## config.mk

```make
export PLATFORM = sky130hd
export DESIGN_NAME = tagged_slot_allocator_top
export DESIGN_NICKNAME = d
export VERILOG_FILES = /design/src/rtl/tsa_pkg.sv /design/src/rtl/tsa_cell.sv /design/src/rtl/tagged_slot_allocator_top.sv
export SDC_FILE = /design/constraint.sdc
export NUM_CORES = 1
export LEC_CHECK = 0
export BUFFER_PORTS_ARGS = -buffer_cell sky130_fd_sc_hd__buf_2
export CORE_UTILIZATION = 57
export CTS_CLUSTER_DIAMETER = 50
export DETAILED_ROUTE_END_ITERATION = 8
export PLACE_DENSITY = 0.77
export SLEW_MARGIN = 40
export SYNTH_ARGS = -nofsm -noshare
export SYNTH_HDL_FRONTEND = slang
export SYNTH_SLANG_ARGS = --single-unit
```

## constraint.sdc

```tcl
create_clock -name clk -period 2.8 [get_ports clk]
set_input_delay 0.28 -clock clk [delete_from_list [all_inputs] [get_ports clk]]
set_output_delay 0.28 -clock clk [all_outputs]
set_load 0.005 [all_outputs]
```

## src/rtl/tsa_pkg.sv

```systemverilog
// ----------------------------------------------------------------------------
// tsa_pkg
// Shared types and constants of the tagged slot allocator.
// ----------------------------------------------------------------------------
package tsa_pkg;

	localparam int SLOT_COUNT = 8;
	localparam int SLOT_W     = (SLOT_COUNT > 1) ? $clog2(SLOT_COUNT) : 1;
	localparam int ID_W       = 64;
	localparam int IDX_W      = 6;
	localparam int OUTC_W     = 3;
	localparam int OUT_W      = 16;

	localparam logic CMD_ACQUIRE = 1'b0;
	localparam logic CMD_RELEASE = 1'b1;

	typedef enum logic [OUTC_W-1:0] {
		OUTC_HIT      = 3'd0,
		OUTC_ALLOC    = 3'd1,
		OUTC_RELEASED = 3'd2,
		OUTC_ABSENT   = 3'd3,
		OUTC_FULL     = 3'd4
	} outcome_t;

	typedef enum logic [1:0] {
		ST_IDLE,
		ST_LOOK,
		ST_SCAN
	} state_t;

	// Strobes broadcast from the controller to every cell.
	typedef struct packed {
		logic tok_load;
		logic tok_adv;
		logic alloc_en;
		logic rel_en;
	} ctrl_t;

	// Status that each cell reports back.
	typedef struct packed {
		logic sel;
		logic free;
		logic tok;
	} cell_stat_t;

endpackage

```

## src/rtl/tsa_cell.sv

```systemverilog
// ----------------------------------------------------------------------------
// tsa_cell
// One slot of the pool: its tag, its compare and its share of the scan token.
// ----------------------------------------------------------------------------
module tsa_cell import tsa_pkg::*; (
	input  logic              clk,
	input  logic              arst_n,
	input  logic [SLOT_W-1:0] cell_idx,
	input  ctrl_t             ctrl,
	input  logic [ID_W-1:0]   id,
	input  logic [SLOT_W-1:0] ptr,
	input  logic              tok_in,
	input  logic              found_in,
	output logic              found_out,
	output cell_stat_t        stat
);

	logic [ID_W-1:0] tag_q;
	logic            tok_q;
	logic            match;

	// A lower cell that already matched masks this one, so the lowest match wins.
	assign match     = (tag_q == id);
	assign found_out = found_in | match;
	assign stat.sel  = match & ~found_in;
	assign stat.free = (tag_q == '0);
	assign stat.tok  = tok_q;

	always_ff @(posedge clk or negedge arst_n) begin
		if (!arst_n) begin
			tag_q <= '0;
			tok_q <= 1'b0;
		end else begin
			if (ctrl.alloc_en && tok_q) begin
				tag_q <= id;
			end else if (ctrl.rel_en && stat.sel) begin
				tag_q <= '0;
			end
			if (ctrl.tok_load) begin
				tok_q <= (cell_idx == ptr);
			end else if (ctrl.tok_adv) begin
				tok_q <= tok_in;
			end
		end
	end

endmodule

```

## src/rtl/tagged_slot_allocator_top.sv

```systemverilog
// ----------------------------------------------------------------------------
// tagged_slot_allocator_top
// Pool of tagged slots with lookup, round-robin allocation and release.
// ----------------------------------------------------------------------------
// Usage:
// The slave stream carries one request per transfer: the event id in s_tdata
// and the command in s_tuser (acquire or release). The master stream returns
// one result per request: the slot index and an outcome code.
// A request is registered on acceptance and the slots are looked up in the
// next cycle, all cells comparing in parallel. Hits, releases, absent ids and
// a full pool are resolved there, and the result register is loaded as soon
// as the output register is free; a new request is taken only after that.
// An acquire that misses starts a token at the scan pointer that walks the
// ring of cells one slot per cycle until it sits on a free slot; that slot
// is allocated once the output register is free.
// Reset clears every tag (all slots free), the scan pointer and the token.
// While a result waits in the output register, a new request is still taken
// and looked up; the block holds its decision, without touching any tag,
// until the receiver frees the output register.
// ----------------------------------------------------------------------------
module tagged_slot_allocator_top import tsa_pkg::*; (
	input  logic             clk,
	input  logic             arst_n,
	input  logic             s_tvalid,
	output logic             s_tready,
	input  logic [ID_W-1:0]  s_tdata,   // [63:0] event_id
	input  logic             s_tuser,   // [0] command
	output logic             m_tvalid,
	input  logic             m_tready,
	output logic [OUT_W-1:0] m_tdata    // [5:0] slot_index, [8:6] outcome, rest zero
);

	state_t            state_q, state_nx;
	logic              cmd_q;
	logic [ID_W-1:0]   id_q;
	logic [SLOT_W-1:0] ptr_q;
	logic              m_valid_q;
	logic [IDX_W-1:0]  slot_q;
	outcome_t          outc_q;

	ctrl_t             ctrl;
	cell_stat_t        stat [SLOT_COUNT];
	logic [SLOT_COUNT:0] found;
	logic [SLOT_COUNT-1:0] sel_v, free_v, tok_v;
	logic [SLOT_W-1:0] sel_idx, tok_idx;
	logic              any_hit, any_free, tok_free, out_free;
	logic              look_done;
	logic              out_load;
	logic [IDX_W-1:0]  res_slot;
	outcome_t          res_outc;

	// Row of cells; the token moves from each cell to the next one in the ring.
	assign found[0] = 1'b0;
	for (genvar i = 0; i < SLOT_COUNT; i++) begin : g_cell
		tsa_cell u_cell (
			.clk       (clk),
			.arst_n    (arst_n),
			.cell_idx  (SLOT_W'(i)),
			.ctrl      (ctrl),
			.id        (id_q),
			.ptr       (ptr_q),
			.tok_in    (stat[(i + SLOT_COUNT - 1) % SLOT_COUNT].tok),
			.found_in  (found[i]),
			.found_out (found[i+1]),
			.stat      (stat[i])
		);
		assign sel_v[i]  = stat[i].sel;
		assign free_v[i] = stat[i].free;
		assign tok_v[i]  = stat[i].tok;
	end

	// Both vectors are one-hot or empty, so an OR of indexes encodes them.
	always_comb begin
		sel_idx = '0;
		tok_idx = '0;
		for (int i = 0; i < SLOT_COUNT; i++) begin
			if (sel_v[i]) sel_idx = sel_idx | SLOT_W'(i);
			if (tok_v[i]) tok_idx = tok_idx | SLOT_W'(i);
		end
	end

	assign any_hit   = found[SLOT_COUNT];
	assign any_free  = |free_v;
	assign tok_free  = |(tok_v & free_v);
	assign out_free  = ~m_valid_q | m_tready;
	// The lookup settles the request unless it is an acquire that must scan.
	assign look_done = (cmd_q == CMD_RELEASE) || any_hit || !any_free;

	// Next state.
	always_comb begin
		state_nx = state_q;
		unique case (state_q)
			ST_IDLE: begin
				if (s_tvalid) state_nx = ST_LOOK;
			end
			ST_LOOK: begin
				if (!look_done) state_nx = ST_SCAN;
				else if (out_free) state_nx = ST_IDLE;
			end
			ST_SCAN: begin
				if (tok_free && out_free) state_nx = ST_IDLE;
			end
			default: state_nx = ST_IDLE;
		endcase
	end

	// Outputs of the controller.
	always_comb begin
		s_tready      = 1'b0;
		ctrl          = '0;
		out_load      = 1'b0;
		res_slot      = '0;
		res_outc      = OUTC_HIT;
		unique case (state_q)
			ST_IDLE: begin
				s_tready = 1'b1;
			end
			ST_LOOK: begin
				if (!look_done) begin
					ctrl.tok_load = 1'b1;
				end else if (out_free) begin
					out_load = 1'b1;
					if (cmd_q == CMD_RELEASE) begin
						ctrl.rel_en = any_hit;
						res_slot    = any_hit ? IDX_W'(sel_idx) : '0;
						res_outc    = any_hit ? OUTC_RELEASED : OUTC_ABSENT;
					end else begin
						res_slot = any_hit ? IDX_W'(sel_idx) : '0;
						res_outc = any_hit ? OUTC_HIT : OUTC_FULL;
					end
				end
			end
			ST_SCAN: begin
				if (tok_free) begin
					if (out_free) begin
						ctrl.alloc_en = 1'b1;
						out_load      = 1'b1;
						res_slot      = IDX_W'(tok_idx);
						res_outc      = OUTC_ALLOC;
					end
				end else begin
					ctrl.tok_adv = 1'b1;
				end
			end
			default: begin
				s_tready = 1'b0;
			end
		endcase
	end

	always_ff @(posedge clk or negedge arst_n) begin
		if (!arst_n) begin
			state_q   <= ST_IDLE;
			ptr_q     <= '0;
			m_valid_q <= 1'b0;
		end else begin
			state_q <= state_nx;
			if (ctrl.alloc_en) ptr_q <= tok_idx;
			if (out_load) begin
				m_valid_q <= 1'b1;
			end else if (m_tready) begin
				m_valid_q <= 1'b0;
			end
		end
	end

	// Request and result payload registers.
	always_ff @(posedge clk) begin
		if (s_tvalid && s_tready) begin
			cmd_q <= s_tuser;
			id_q  <= s_tdata;
		end
		if (out_load) begin
			slot_q <= res_slot;
			outc_q <= res_outc;
		end
	end

	assign m_tvalid = m_valid_q;
	assign m_tdata  = {(OUT_W - IDX_W - OUTC_W)'(0), outc_q, slot_q};

endmodule

```

Yosys cells after proc, flatten, opt, wreduce, memory -nomap -nowiden
Cells that the tools add are included.
{ "word_totals": {"reg_bits": 600, "inputBits": 69, "elab_cells": 191} }
{ "op_classes": {"muxes": 80, "bitwise_logic": 24, "n_eq_ne": 20, "n_reduce_logical": 44} }
{ "ops": {"columns": ["op", "n"], "rows": [
  ["64-bit 2-to-1 mux", 16],
  ["64-bit equality test", 8],
  ["64-bit logical NOT", 8],
  ["3-bit 2-to-1 mux", 18],
  ["1-bit 2-to-1 mux", 33],
  ["2-bit nonzero test", 10],
  ["1-bit logical AND", 18],
  ["2-bit 2-to-1 mux", 9],
  ["8-bit OR reduction", 2],
  ["3-bit equality test, first input constant", 4],
  ["3-bit one-hot mux with 2 select lines", 2],
  ["8-bit bitwise AND", 1],
  ["1-bit NOT", 8],
  ["1-bit OR", 8],
  ["1-bit bitwise AND", 7],
  ["2-bit by 3-bit equality test with 1-bit output, first input constant", 2],
  ["2-bit one-hot mux with 3 select lines", 1],
  ["2-bit != test, second input constant", 2],
  ["1-bit by 3-bit equality test with 1-bit output, first input constant", 1],
  ["3-bit logical NOT", 1],
  ["3-bit != test, second input constant", 1],
  ["3-bit AND reduction", 1],
  ["2-bit by 1-bit equality test with 1-bit output, second input constant", 1],
  ["2-bit equality test, second input constant", 1],
  ["other kinds (4)", 5]
]} }

Longest topological paths before layout
Gate-level depths: netlist of the first run.
{ "logic_depth": {"ltp_word": 15, "mapped_depth": 12, "mapped_depth_nobuf": 8} }

Modules after synthesis
A second synthesis of the first run with hierarchy kept.
{ "hier_totals": {"hier_cells": 2792, "hier_area_um2": 31576.5} }
{ "modules_own_cells": {"columns": ["mod", "seq_area_each_um2", "cells_each", "area_each_um2", "instances"], "rows": [
  ["tsa_cell", 1626.6, 331, 3598.5, 8],
  ["tagged_slot_allocator_top", 2282.2, 144, 2788.9, 1]
]} }

Worst setup path after synthesis of the first run
No wires, ideal clock.
{ "synth_timing": {"kind": "reg-to-reg", "startpoint": "register id_q[28]", "endpoint": "register outc_q[0] (enable)", "path_buffers": 1, "path_slack_ns": 0.139, "synth_period_minus_slack_ns": 2.661, "path_stages_with_launch": 10, "arrival_time_ns": 2.304, "path_cell_list": "edfxtp_1 -> buf_4 -> xor2_1 -> nor4_1 -> nand4_1 -> nor4_4 -> or4_1 -> nor3_4 -> and3_1 -> o21ai_1"} }
{ "synth_via": {"elab_chain_cells": 12} }
{ "synth_rtl": {"columns": ["item", "line_no", "source"], "rows": [
  ["start: declaration", "tagged_slot_allocator_top.sv:35", "logic [ID_W-1:0] id_q;"],
  ["start signal: assignment", "tagged_slot_allocator_top.sv:171", "id_q <= s_tdata;"],
  ["64-bit equality test", "tsa_cell.sv:23", "assign match = (tag_q == id);"],
  ["1-bit OR (6 in series)", "tsa_cell.sv:24", "assign found_out = found_in | match;"],
  ["1-bit OR (*)", "tsa_cell.sv:24", null],
  ["1-bit logical OR (*) (2 in series)", "tagged_slot_allocator_top.sv:87", "assign look_done = (cmd_q == CMD_RELEASE) || any_hit || !any_free;"],
  ["1-bit 2-to-1 mux (*)", "tagged_slot_allocator_top.sv:119", "if (!look_done) begin"],
  ["1-bit one-hot mux with 2 select lines (*)", "tagged_slot_allocator_top.sv:114", "unique case (state_q)"],
  ["net out_load", "tagged_slot_allocator_top.sv:48", "logic out_load;"],
  ["end signal: assignment", "tagged_slot_allocator_top.sv:175", "outc_q <= res_outc;"],
  ["end: declaration", "tagged_slot_allocator_top.sv:39", "outcome_t outc_q;"]
]} }
The timed path passes the listed nets; every way through them passes the cells marked *.
A chain may end at the register's enable or synchronous reset.

Worst setup path after layout of the first run
{ "layout_timing": {"startpoint": "register g_cell[6].u_cell.tag_q[7]", "endpoint": "register g_cell[6].u_cell.tag_q[1]"} }
{ "layout_via": {"elab_chain_cells": 9} }
{ "layout_rtl": {"columns": ["item", "line_no", "source"], "rows": [
  ["start: declaration", "tsa_cell.sv:18", "logic [ID_W-1:0] tag_q;"],
  ["start signal: assignment", "tsa_cell.sv:35", "tag_q <= id;"],
  ["64-bit equality test", "tsa_cell.sv:23", null],
  ["1-bit OR (2 in series)", "tsa_cell.sv:24", null],
  ["1-bit 2-to-1 mux / 1-bit logical OR (equally long branches)", "tagged_slot_allocator_top.sv:123, tagged_slot_allocator_top.sv:87", null],
  ["1-bit 2-to-1 mux / 1-bit logical OR (equally long branches)", "tagged_slot_allocator_top.sv:121, tagged_slot_allocator_top.sv:87", null],
  ["1-bit 2-to-1 mux", "tagged_slot_allocator_top.sv:119", null],
  ["1-bit 2-to-1 mux", "tagged_slot_allocator_top.sv:114", null],
  ["1-bit logical AND", "tsa_cell.sv:36", "end else if (ctrl.rel_en && stat.sel) begin"],
  ["2-bit nonzero test (no line)", null, null]
]} }
Several ways; a longest one is shown, not always the timed one.

==> results of run 1 <==
[kinds of logic after synthesis]
group	Yosys count	share of synthesized area
XOR/XNOR	512	0.150
AND/OR/NAND/NOR	658	0.130
AO/OA/AOI/OAI	544	0.144
buffers and inverters	272	0.0567
other	1	0.000126
flip-flops	597	0.512
adder cells (fa/ha/maj)	3	0.00126
multiplexers	16	0.00536
[final timing paths]
check,end,slack (ns),cells past startpoint
max,g_cell[6].u_cell.tag_q[1]$_DFFE_PN0P_,-1.17,12
min,state_q[1]$_DFFE_PN0P_,0.14,3
max reg2reg,g_cell[6].u_cell.tag_q[1]$_DFFE_PN0P_,-1.17,12
min reg2reg,g_cell[7].u_cell.tag_q[43]$_DFFE_PN0P_,0.55,1
max in group asynchronous,g_cell[3].u_cell.tag_q[1]$_DFFE_PN0P_,1.59,3
min in group asynchronous,g_cell[0].u_cell.tag_q[2]$_DFFE_PN0P_,0.20,2
[worst reg2reg max path: cells and delay by family, from the launching register on]
kind                   cells  cell delay [ns]
AOI/OAI and AO/OA          4             0.59
and+or+nand+nor            4             2.16
buffers and inverters      4             0.67
DFF                        1             0.42
[timing repair]
item,4_1_cts,5_1_grt
resized for setup,115,279
endpoints found under the hold margin,108,0
hold buffers,66,0
pin swaps,47,140
setup buffers,57,53
endpoints found under the setup margin,534,534
cloned,9,75
[metrics by stage]
step / std cells / worst slack, ns / hold WS, ns / setup TNS, ns
floorplan: 2612 / 0.139 / -0.0156 / 0
global placement: 3600 / -0.602 / 0.255 / -244.82
detailed placement: 3600 / -0.563 / 0.257 / -233.45
CTS: 3864 / -0.203 / 0.118 / -52.19
global route: 3983 / -0.922 / 0.178 / -437.18
finish: 3988 / -1.17 / 0.136 / -554.61
[final cells by class]
type | count | area [um^2] | area share
repair buffers | 821 | 8960 | 0.214
multi-input cells | 1746 | 14300 | 0.341
clock inverters | 31 | 342 | 0.00816
diodes | 5 | 12.5 | 0.000299
well taps | 680 | 851 | 0.0203
flip-flops and latches | 597 | 15300 | 0.366
inverters | 6 | 22.5 | 0.000538
clock buffers | 102 | 2110 | 0.0505
[cell usage after synthesis, types with 4 or more instances]
library cell and number:
sky130_fd_sc_hd__xnor2_1 256, sky130_fd_sc_hd__nor4_2 8, sky130_fd_sc_hd__clkbuf_1 28, sky130_fd_sc_hd__buf_4 85
sky130_fd_sc_hd__dfrtp_1 526, sky130_fd_sc_hd__xor2_1 256, sky130_fd_sc_hd__nand4_1 118, sky130_fd_sc_hd__o21ai_1 77
sky130_fd_sc_hd__edfxtp_1 71, sky130_fd_sc_hd__a22oi_1 8, sky130_fd_sc_hd__nor4_1 214, sky130_fd_sc_hd__mux2i_1 16
sky130_fd_sc_hd__nand2b_1 127, sky130_fd_sc_hd__inv_1 5, sky130_fd_sc_hd__nand2_1 137, sky130_fd_sc_hd__a22o_1 384
sky130_fd_sc_hd__a21oi_1 4, sky130_fd_sc_hd__and2_1 13, sky130_fd_sc_hd__o21ai_0 54, sky130_fd_sc_hd__buf_6 26
sky130_fd_sc_hd__buf_2 127, sky130_fd_sc_hd__nor2_1 8
[where the power goes]
part / total [mW] / internal, mW / leakage, nW / switching [mW]
logic: 21.2 / 9.94 / 10.2 / 11.3
registers: 14.9 / 11.5 / 7.90 / 3.40
clock network: 9.83 / 5.78 / 1.19 / 4.05
total: 46.0 / 27.3 / 19.3 / 18.7
[layout by cell type (no fill, tap or decap), types with 15 or more instances in the layout]
master and instances:
sky130_fd_sc_hd__nand4_1 118, sky130_fd_sc_hd__nand2b_1 116, sky130_fd_sc_hd__o21ai_2 36, sky130_fd_sc_hd__edfxtp_1 71
sky130_fd_sc_hd__buf_6 72, sky130_fd_sc_hd__xnor2_1 237, sky130_fd_sc_hd__nor4_1 150, sky130_fd_sc_hd__buf_2 75
sky130_fd_sc_hd__nand2_4 22, sky130_fd_sc_hd__dlygate4sd3_1 66, sky130_fd_sc_hd__nor4_2 64, sky130_fd_sc_hd__o21ai_1 79
sky130_fd_sc_hd__clkbuf_16 126, sky130_fd_sc_hd__nand2_1 97, sky130_fd_sc_hd__dfrtp_1 522, sky130_fd_sc_hd__buf_4 424
sky130_fd_sc_hd__xor2_1 244, sky130_fd_sc_hd__nand2_2 20, sky130_fd_sc_hd__xnor2_2 18, sky130_fd_sc_hd__o21ai_0 16
sky130_fd_sc_hd__mux2i_1 15, sky130_fd_sc_hd__a22o_1 384, sky130_fd_sc_hd__buf_12 114, sky130_fd_sc_hd__clkbuf_1 17
[metal layers]
metal,vias up,track usage,part of all wire
met5,-,0,0.00056
met4,4,0.322,0.10
met3,927,0.139,0.15
met2,2810,0.686,0.41
met1,13816,0.624,0.33
li1,10773,-,-
[registers in the layout (all words and copies together), names as in the netlist]
| signal | flops |
|---|---|
| g_cell.u_cell.tag_q | 512 |
| id_q | 64 |
| g_cell.u_cell.tok_q | 8 |
| outc_q | 3 |
| ptr_q | 3 |
| slot_q | 3 |
| state_q | 2 |
| cmd_q | 1 |
| m_tvalid | 1 |
==> impl.org, run 1 <==
** Critical path
- The startpoint identified for the worst register-to-register timing path is g_cell[6].u_cell.tag_q[7]$_DFFE_PN0P_.
- In this run the worst path has a maximum fanout of 5.
- Endpoint kind of the worst setup timing path :: register
- Startpoint type of the worst setup path :: register
- WP data arrival :: 4.45 ns
- Among cell families on the critical path, the largest total delay comes from simple AND/OR/NAND/NOR gates.
- On the critical path, the stage with the largest delay is an instance of sky130_fd_sc_hd__nor4_2.
- Critical path start-end classification :: reg -> reg
- At the worst endpoint, the required time is between 3 and 4 ns.
- Sum of buffers and inverters on the critical path :: 4
- Most frequent cell on the critical path :: sky130_fd_sc_hd__buf_12
- Slowest Stage Delay on Critical Path :: between 0.9 and 1 ns
- Startpoint of the worst setup timing path :: g_cell[6].u_cell.tag_q[7]$_DFFE_PN0P_
- Critical-path cell list :: nor4_2 > nand4_1 > nor4_4 > buf_4 > a22oi_2 > a41oi_2 > and2_4 > a41oi_4 > buf_12 > clkbuf_16 > buf_12 > a22o_1

** GRT
- The number of global-route vias before repair came to 25.6k.
- Summed over all layers, the global routing overflow is 0.
- For this run, the total global-route usage over all layers was measured as 0.477.
- Number of antenna violations at the first check in global routing :: 5
- Maximum number of pins on one net before global-route repair :: ~110
- The first global-routing pass estimated roughly 180,000 um of wire.

** Drt
- Number of iterations in the first detailed-routing pass :: 7
- For this run, design rule violations remaining after detail routing come to 0.
- Routed wire length :: between 100,000 and 150,000 um
- Detailed-route via count :: approximately 28k
- In this run the remaining antenna-violating nets after routing total 0.
- Number of DRC markers in iteration 0 :: roughly 4.4k
- Drt via density :: 7.10
- Routed wire per std cell :: ~36 um

** Final layout
- Final design area excluding fillers :: between 40,000 and 50,000 um^2
- Synth-to-Final Area Change :: 40.1%
- Final core utilization :: 0.813
- Of the cells placed in the final design, the portion with a size suffix greater than 1 is 0.337.
- After filler insertion, the fill cell instance count of the layout stands at 2,801.
- Total Nets Final :: 3,316

** Status
- The final reports fail on setup timing.
- The run finished, with violations left.

** Timing
- Measured against its own limit, the worst slew margin works out to 0.238.
- Tightest Pin Transition :: ~1.1 ns
- Across all setup checks in the final design, the least slack found is -1.17 ns.
- Of the available clock period, the critical path in the final layout requires 1.42.
- Setup repair after global routing could not meet its margin everywhere.
- Final-report setup violation count :: 537
- Between clock sinks in the finished design, the worst skew comes to 0.0313 ns.
- The smallest clock period supported by the final layout is computed as a little under 4 ns.
- The number of pins with negative max-slew slack in the final report was 0.
- Max Clock Freq :: around 250 MHz
- Hold Fails Final Rpt :: 0

** Yosys
- The netlist uses 54 different library cells.
- For this run, asynchronously set or reset flops after synthesis account for 0.881.
- The synthesized netlist occupies a cell area of between 20,000 and 30,000 um^2.
- Cell accounting for the most synthesized area :: sky130_fd_sc_hd__dfrtp_1
- Of the post-synthesis cell area, the dominant cell type holds 0.441.
- Mean post-synth cell area :: 11.5 um^2
- Yosys attributes the largest share of cell area to sky130_fd_sc_hd__dfrtp_1 44%, sky130_fd_sc_hd__a22o_1 11%, sky130_fd_sc_hd__xnor2_1 7.5%, sky130_fd_sc_hd__xor2_1 7.5%, sky130_fd_sc_hd__edfxtp_1 7.1%.
- Of the synthesized area, sequential elements account for 0.512.
- Number of synthesized flops with an enable pin :: 71
- For this run, the leading register cell type out of synthesis is sky130_fd_sc_hd__dfrtp_1.
- Register bit total from synthesis :: 597
- Yosys printed 0 warnings.
- Counting every instance in the synthesized netlist gives around 2.6k.

** Floorplanning
- The core region is roughly 52,000 um^2.
- Die span in x :: 231 um
- Effective utilization at floorplan :: 0.580
- Die Y-Extent :: 231 um
- Die outline area :: between 50,000 and 60,000 um^2
- For this design the top-level I/O count stands at 87.
- Row count :: between 80 and 90

** Clocking
- Sinks on the clock net :: approximately 600
- CTS built an H-tree with a depth of 3.
- Clock-pin slew was measured on the worst setup and hold paths at about 0.07 ns.
- Skew-Pair Late Insertion Delay :: between 0.6 and 0.7 ns
- TritonCTS buffer count :: 72
- Number of buffers between clock root and the deepest sink :: 3
- TritonCTS clock tree :: yes
- The root buffer cell chosen for the clock tree is sky130_fd_sc_hd__clkbuf_16.

** Hold path
- Hold Crit Start :: s_tvalid
- The tightest min-delay check is of the in -> reg type.

** Placed design
- Post-detail-place hpwl :: around 84,000 um
- GPL Wtd Cong :: about 1.0
- Post-place instance area :: between 30,000 and 40,000 um^2
- Port buffering added 76 buffers.

** Run
- Across the run, the number of max-cap violations was 0.

** Power and ir drop
- PwrDens :: around 1100 nW/um^2
- Leakage power summed over all cells :: 19.3 nW
- VDD sags by at most 0.729 mV.
- Overall power consumption :: 46.0 mW
Note: power is estimated with default switching activity, not from simulation.
==> run 2: changes to the inputs <==
--- a/config.mk
+++ b/config.mk
@@ -6,10 +6,10 @@
 export NUM_CORES = 1
 export LEC_CHECK = 0
 export BUFFER_PORTS_ARGS = -buffer_cell sky130_fd_sc_hd__buf_2
-export CORE_UTILIZATION = 57
+export CORE_UTILIZATION = 65
 export CTS_CLUSTER_DIAMETER = 50
 export DETAILED_ROUTE_END_ITERATION = 8
-export PLACE_DENSITY = 0.77
+export PLACE_DENSITY = 0.83
 export SLEW_MARGIN = 40
 export SYNTH_ARGS = -nofsm -noshare
 export SYNTH_HDL_FRONTEND = slang
==> constraint.sdc (replaced) <==
create_clock -name clk -period 5 [get_ports clk]
set_input_delay 0.5 -clock clk [delete_from_list [all_inputs] [get_ports clk]]
set_output_delay 0.5 -clock clk [all_outputs]
set_load 0.005 [all_outputs]
==> run 2 against run 1 <==
Compared with the run above: the run now ends clean; combinational power shrank 69%; die area shrank 12%; largest cell class unchanged; final cell count shrank 18%; sequential share of layout area grew 10 points; final area shrank 21%; critical path type unchanged; non-clock buffer count shrank 607; critical path depth shrank 4; wire length shrank 32%; sequential power shrank 46%; largest power group is now sequential cells; clock power shrank 49%; flip-flop and latch count is the same.
==> impl.org, run 2 (synthesis gave the netlist of run 1 again) <==
** Floorplanning
- From left edge to right edge, the die measures around 220 um.
- The core region is about 45,000 um^2.
- The die covers approximately 47,000 um^2.
- The floorplan has 78 rows.
- # IOs :: 87
- Measured along the y axis, the die boundary spans about 220 um.
- The initial utilization of the core area, before any placement, comes to 0.658.

** Placed design
- Post-detail-place hpwl :: between 60,000 and 70,000 um
- Port Buffers :: between 70 and 80
- Post-placement worst setup slack :: around 1.1 ns
- Counting tap cells, the placed design contains a total of between 3k and 4k instances.
- GPL Wtd Cong :: approximately 1.1

** GRT
- The first global-routing pass estimated 148,000 um of wire.
- The initial antenna violation count was 0.
- Entering global routing, the biggest net connects ~130 pins.
- All-layer global routing usage :: 0.429
- The number of global-route vias before repair is between 20k and 25k.
- Aggregate global routing overflow :: 0

** Power and ir drop
- PwrDens :: between 500 and 600 nW/um^2
- Seq pwr share :: 0.409
- Overall power consumption after layout is estimated at 19.5 mW.
- Net switching component of the power :: approximately 7.4 mW
- Of the total power, the clock network draws 0.259.
- Leakage power summed over all cells :: roughly 15 nW
- Peak supply drop :: just under 0.5 mV
- Net Sw Frac :: 0.380
- Internal power of the cells :: 12.1 mW
- Of the total power, combinational logic draws 0.332.

** Timing
- Final Skew :: 0.0208 ns
- Post-layout minimum cycle time :: 4.05 ns
- Max Clock Freq :: 247 MHz
- The number of pins with negative max-slew slack in the final report is 0.
- In this run the tightest slew margin relative to its limit is 0.349.
- RSZ-0062 raised after global routing :: false
- Setup violations remaining at the end of the flow were counted as 0.
- In the final timing run, aggregate negative setup slack is 0 ns.
- Tightest Pin Transition :: about 1 ns
- Hold Fails Final Rpt :: 0
- Setup slack on the critical path of the routed design comes to 0.954 ns.
- In the finished design, the share of the clock period the worst path needs comes to 0.809.

** Final layout
- Total Nets Final :: approximately 2.7k
- The register with the most flip-flops in the layout has between 500 and 600 of them.
- Summing all flip-flop and latch instances after layout gives ~15,000 um^2.
- Leaving out fill and tap cells, the most frequent cell in the layout is sky130_fd_sc_hd__dfrtp_1.
- Synth-to-Final Area Change :: 10.1%
- Ranked by flip-flop count, first place goes to g_cell.u_cell.tag_q.
- Most frequent cells in the layout :: 526 x sky130_fd_sc_hd__dfrtp_1, 384 x sky130_fd_sc_hd__a22o_1, 256 x sky130_fd_sc_hd__xnor2_1, 256 x sky130_fd_sc_hd__xor2_1, 214 x sky130_fd_sc_hd__nor4_1
- After filler insertion, the fill cell instance count of the layout stands at around 3k.
- Leaving out filler cells and counting taps, the final layout contains ~3.3k.
- Multi-input combinational cell area :: about 13,000 um^2
- Of the cells placed in the final design, the portion with a size suffix greater than 1 is 0.131.
- Regs by FF count :: g_cell.u_cell.tag_q (512), id_q (64), g_cell.u_cell.tok_q (8)
- Antenna Diode Count :: 0

** Clocking
- Sinks on the clock net :: roughly 600
- After clock tree synthesis, the clock-pin slew on the worst setup and hold paths is roughly 0.060 ns.
- TritonCTS clock tree :: yes
- The number of setup buffers added after CTS is 0.
- Skew-Pair Late Insertion Delay :: 0.61 ns
- In this run the clock root is driven by a sky130_fd_sc_hd__clkbuf_16.
- Counting along the longest clock path gives a buffer depth of 3.
- # H-tree levels :: 3
- Cts repair resizes :: 0
- TritonCTS buffer count :: 66

** Critical path
- WP data arrival :: 4.58 ns
- On the worst path, the slowest cell contributes a delay of between 0.6 and 0.7 ns.
- Critical-path cell list :: nor4_1 > nand4_1 > nor4_2 > a22oi_1 > a41oi_2 > and2_2 > buf_4 > a22o_1
- Max stage delay cell, worst path :: sky130_fd_sc_hd__nor4_2
- Of all nets on the critical path, the largest fanout is 64.
- Worst Path Required :: around 5.5 ns
- For the worst flop-to-flop path, the logic depth is 8.
- STA classifies the critical path endpoint as a register.
- Startpoint type of the worst setup path :: register
- The critical path in this run is classified as reg -> reg.
- Worst reg-to-reg setup slack :: roughly 0.95 ns

** Run
- Max-Cap Viols :: 0

** Drt
- The final route contains 23.3k vias.
- Wires add up to between 90,000 and 100,000 um.
- Number of nets with antenna violations after routing :: 0
- In this run, the number of DRC markers left after iteration 0 of detailed routing was roughly 3.9k.
- The first TritonRoute pass finished after 6 iterations.
- In the final routed layout, each cell accounts on average for around 30 um.
- Number of design rule violations left after detail routing :: 0
- Using the TritonRoute via totals, the vias-per-cell ratio works out to roughly 7.1.

** Status
- The flow ran to the end, and the final reports show no timing, DRC or antenna violations.

** Hold path
- Counting instances, the worst hold path has a depth of 1.
- Hold Crit Class :: in -> reg
## run 2: changes by cell type in the layout (fill, tap and decap cells not counted), moves of 55 or more
cell,change
sky130_fd_sc_hd__dlygate4sd3_1,-65
sky130_fd_sc_hd__clkbuf_16,-55
sky130_fd_sc_hd__buf_4,-317
sky130_fd_sc_hd__buf_12,-107
sky130_fd_sc_hd__nor4_1,+64
sky130_fd_sc_hd__nor4_2,-58
## run 2: through the flow
stage	hold slack (ns)	utilization	instance area (um^2)
after floorplan	0.204	-	29900
after global placement	0.515	0.669	30400
after detailed placement	0.525	0.675	30600
after CTS	0.0483	0.724	32800
after global routing	0.0419	0.725	32900
final	0.0590	0.725	32900
## run 2: area by class of cell
| class | instances | area share |
|---|---|---|
| Multi-Input combinational cell | 1743 | 0.395 |
| Timing Repair Buffer | 214 | 0.0493 |
| Sequential cell | 597 | 0.465 |
| Clock buffer | 96 | 0.0593 |
| Clock inverter | 23 | 0.00814 |
| Tap cell | 600 | 0.0228 |
| Inverter | 6 | 0.000685 |
## run 2: final timing paths
path / from / end
max in group asynchronous: arst_n / g_cell[3].u_cell.tag_q[20]$_DFFE_PN0P_
min in group asynchronous: arst_n / g_cell[0].u_cell.tag_q[54]$_DFFE_PN0P_
setup reg to reg: g_cell[5].u_cell.tag_q[60]$_DFFE_PN0P_ / g_cell[3].u_cell.tag_q[55]$_DFFE_PN0P_
hold reg to reg: g_cell[6].u_cell.tag_q[46]$_DFFE_PN0P_ / g_cell[6].u_cell.tag_q[46]$_DFFE_PN0P_
setup / recovery: g_cell[5].u_cell.tag_q[60]$_DFFE_PN0P_ / g_cell[3].u_cell.tag_q[55]$_DFFE_PN0P_
hold / removal: s_tdata[40] / id_q[40]$_DFFE_PP_
## run 2: power groups by stage
stage	clock, mW	combinational, mW	sequential (mW)
final	5.05	6.48	7.98
after global routing	5.25	6.93	8.12
after CTS	5.04	6.40	7.96
after detailed placement	0	6.23	7.94
after global placement	0	6.90	8.41
after floorplan	0	4.93	7.41
## run 2: layer usage
layer | wire length, um | GRT usage | up-vias
li1 | - | - | 9469
met5 | 0 | 0 | -
met2 | 41700 | 0.606 | 1778
met4 | 7670 | 0.276 | 0
met1 | 36000 | 0.572 | 11637
met3 | 13600 | 0.137 | 423
## run 2: worst max-delay path: cells and delay by family, from the launching register on
family / cells / cell delay, ns
AND/OR/NAND/NOR: 4 / 1.80
AO/OA/AOI/OAI: 3 / 1.08
buffers and inverters: 1 / 0.59
flip-flops: 1 / 0.44
## run 2: timing repair
action | CTS | global route
endpoints found under the setup margin | 0 | 0
hold buffers | 1 | 0
hold endpoints to repair | 81 | 0
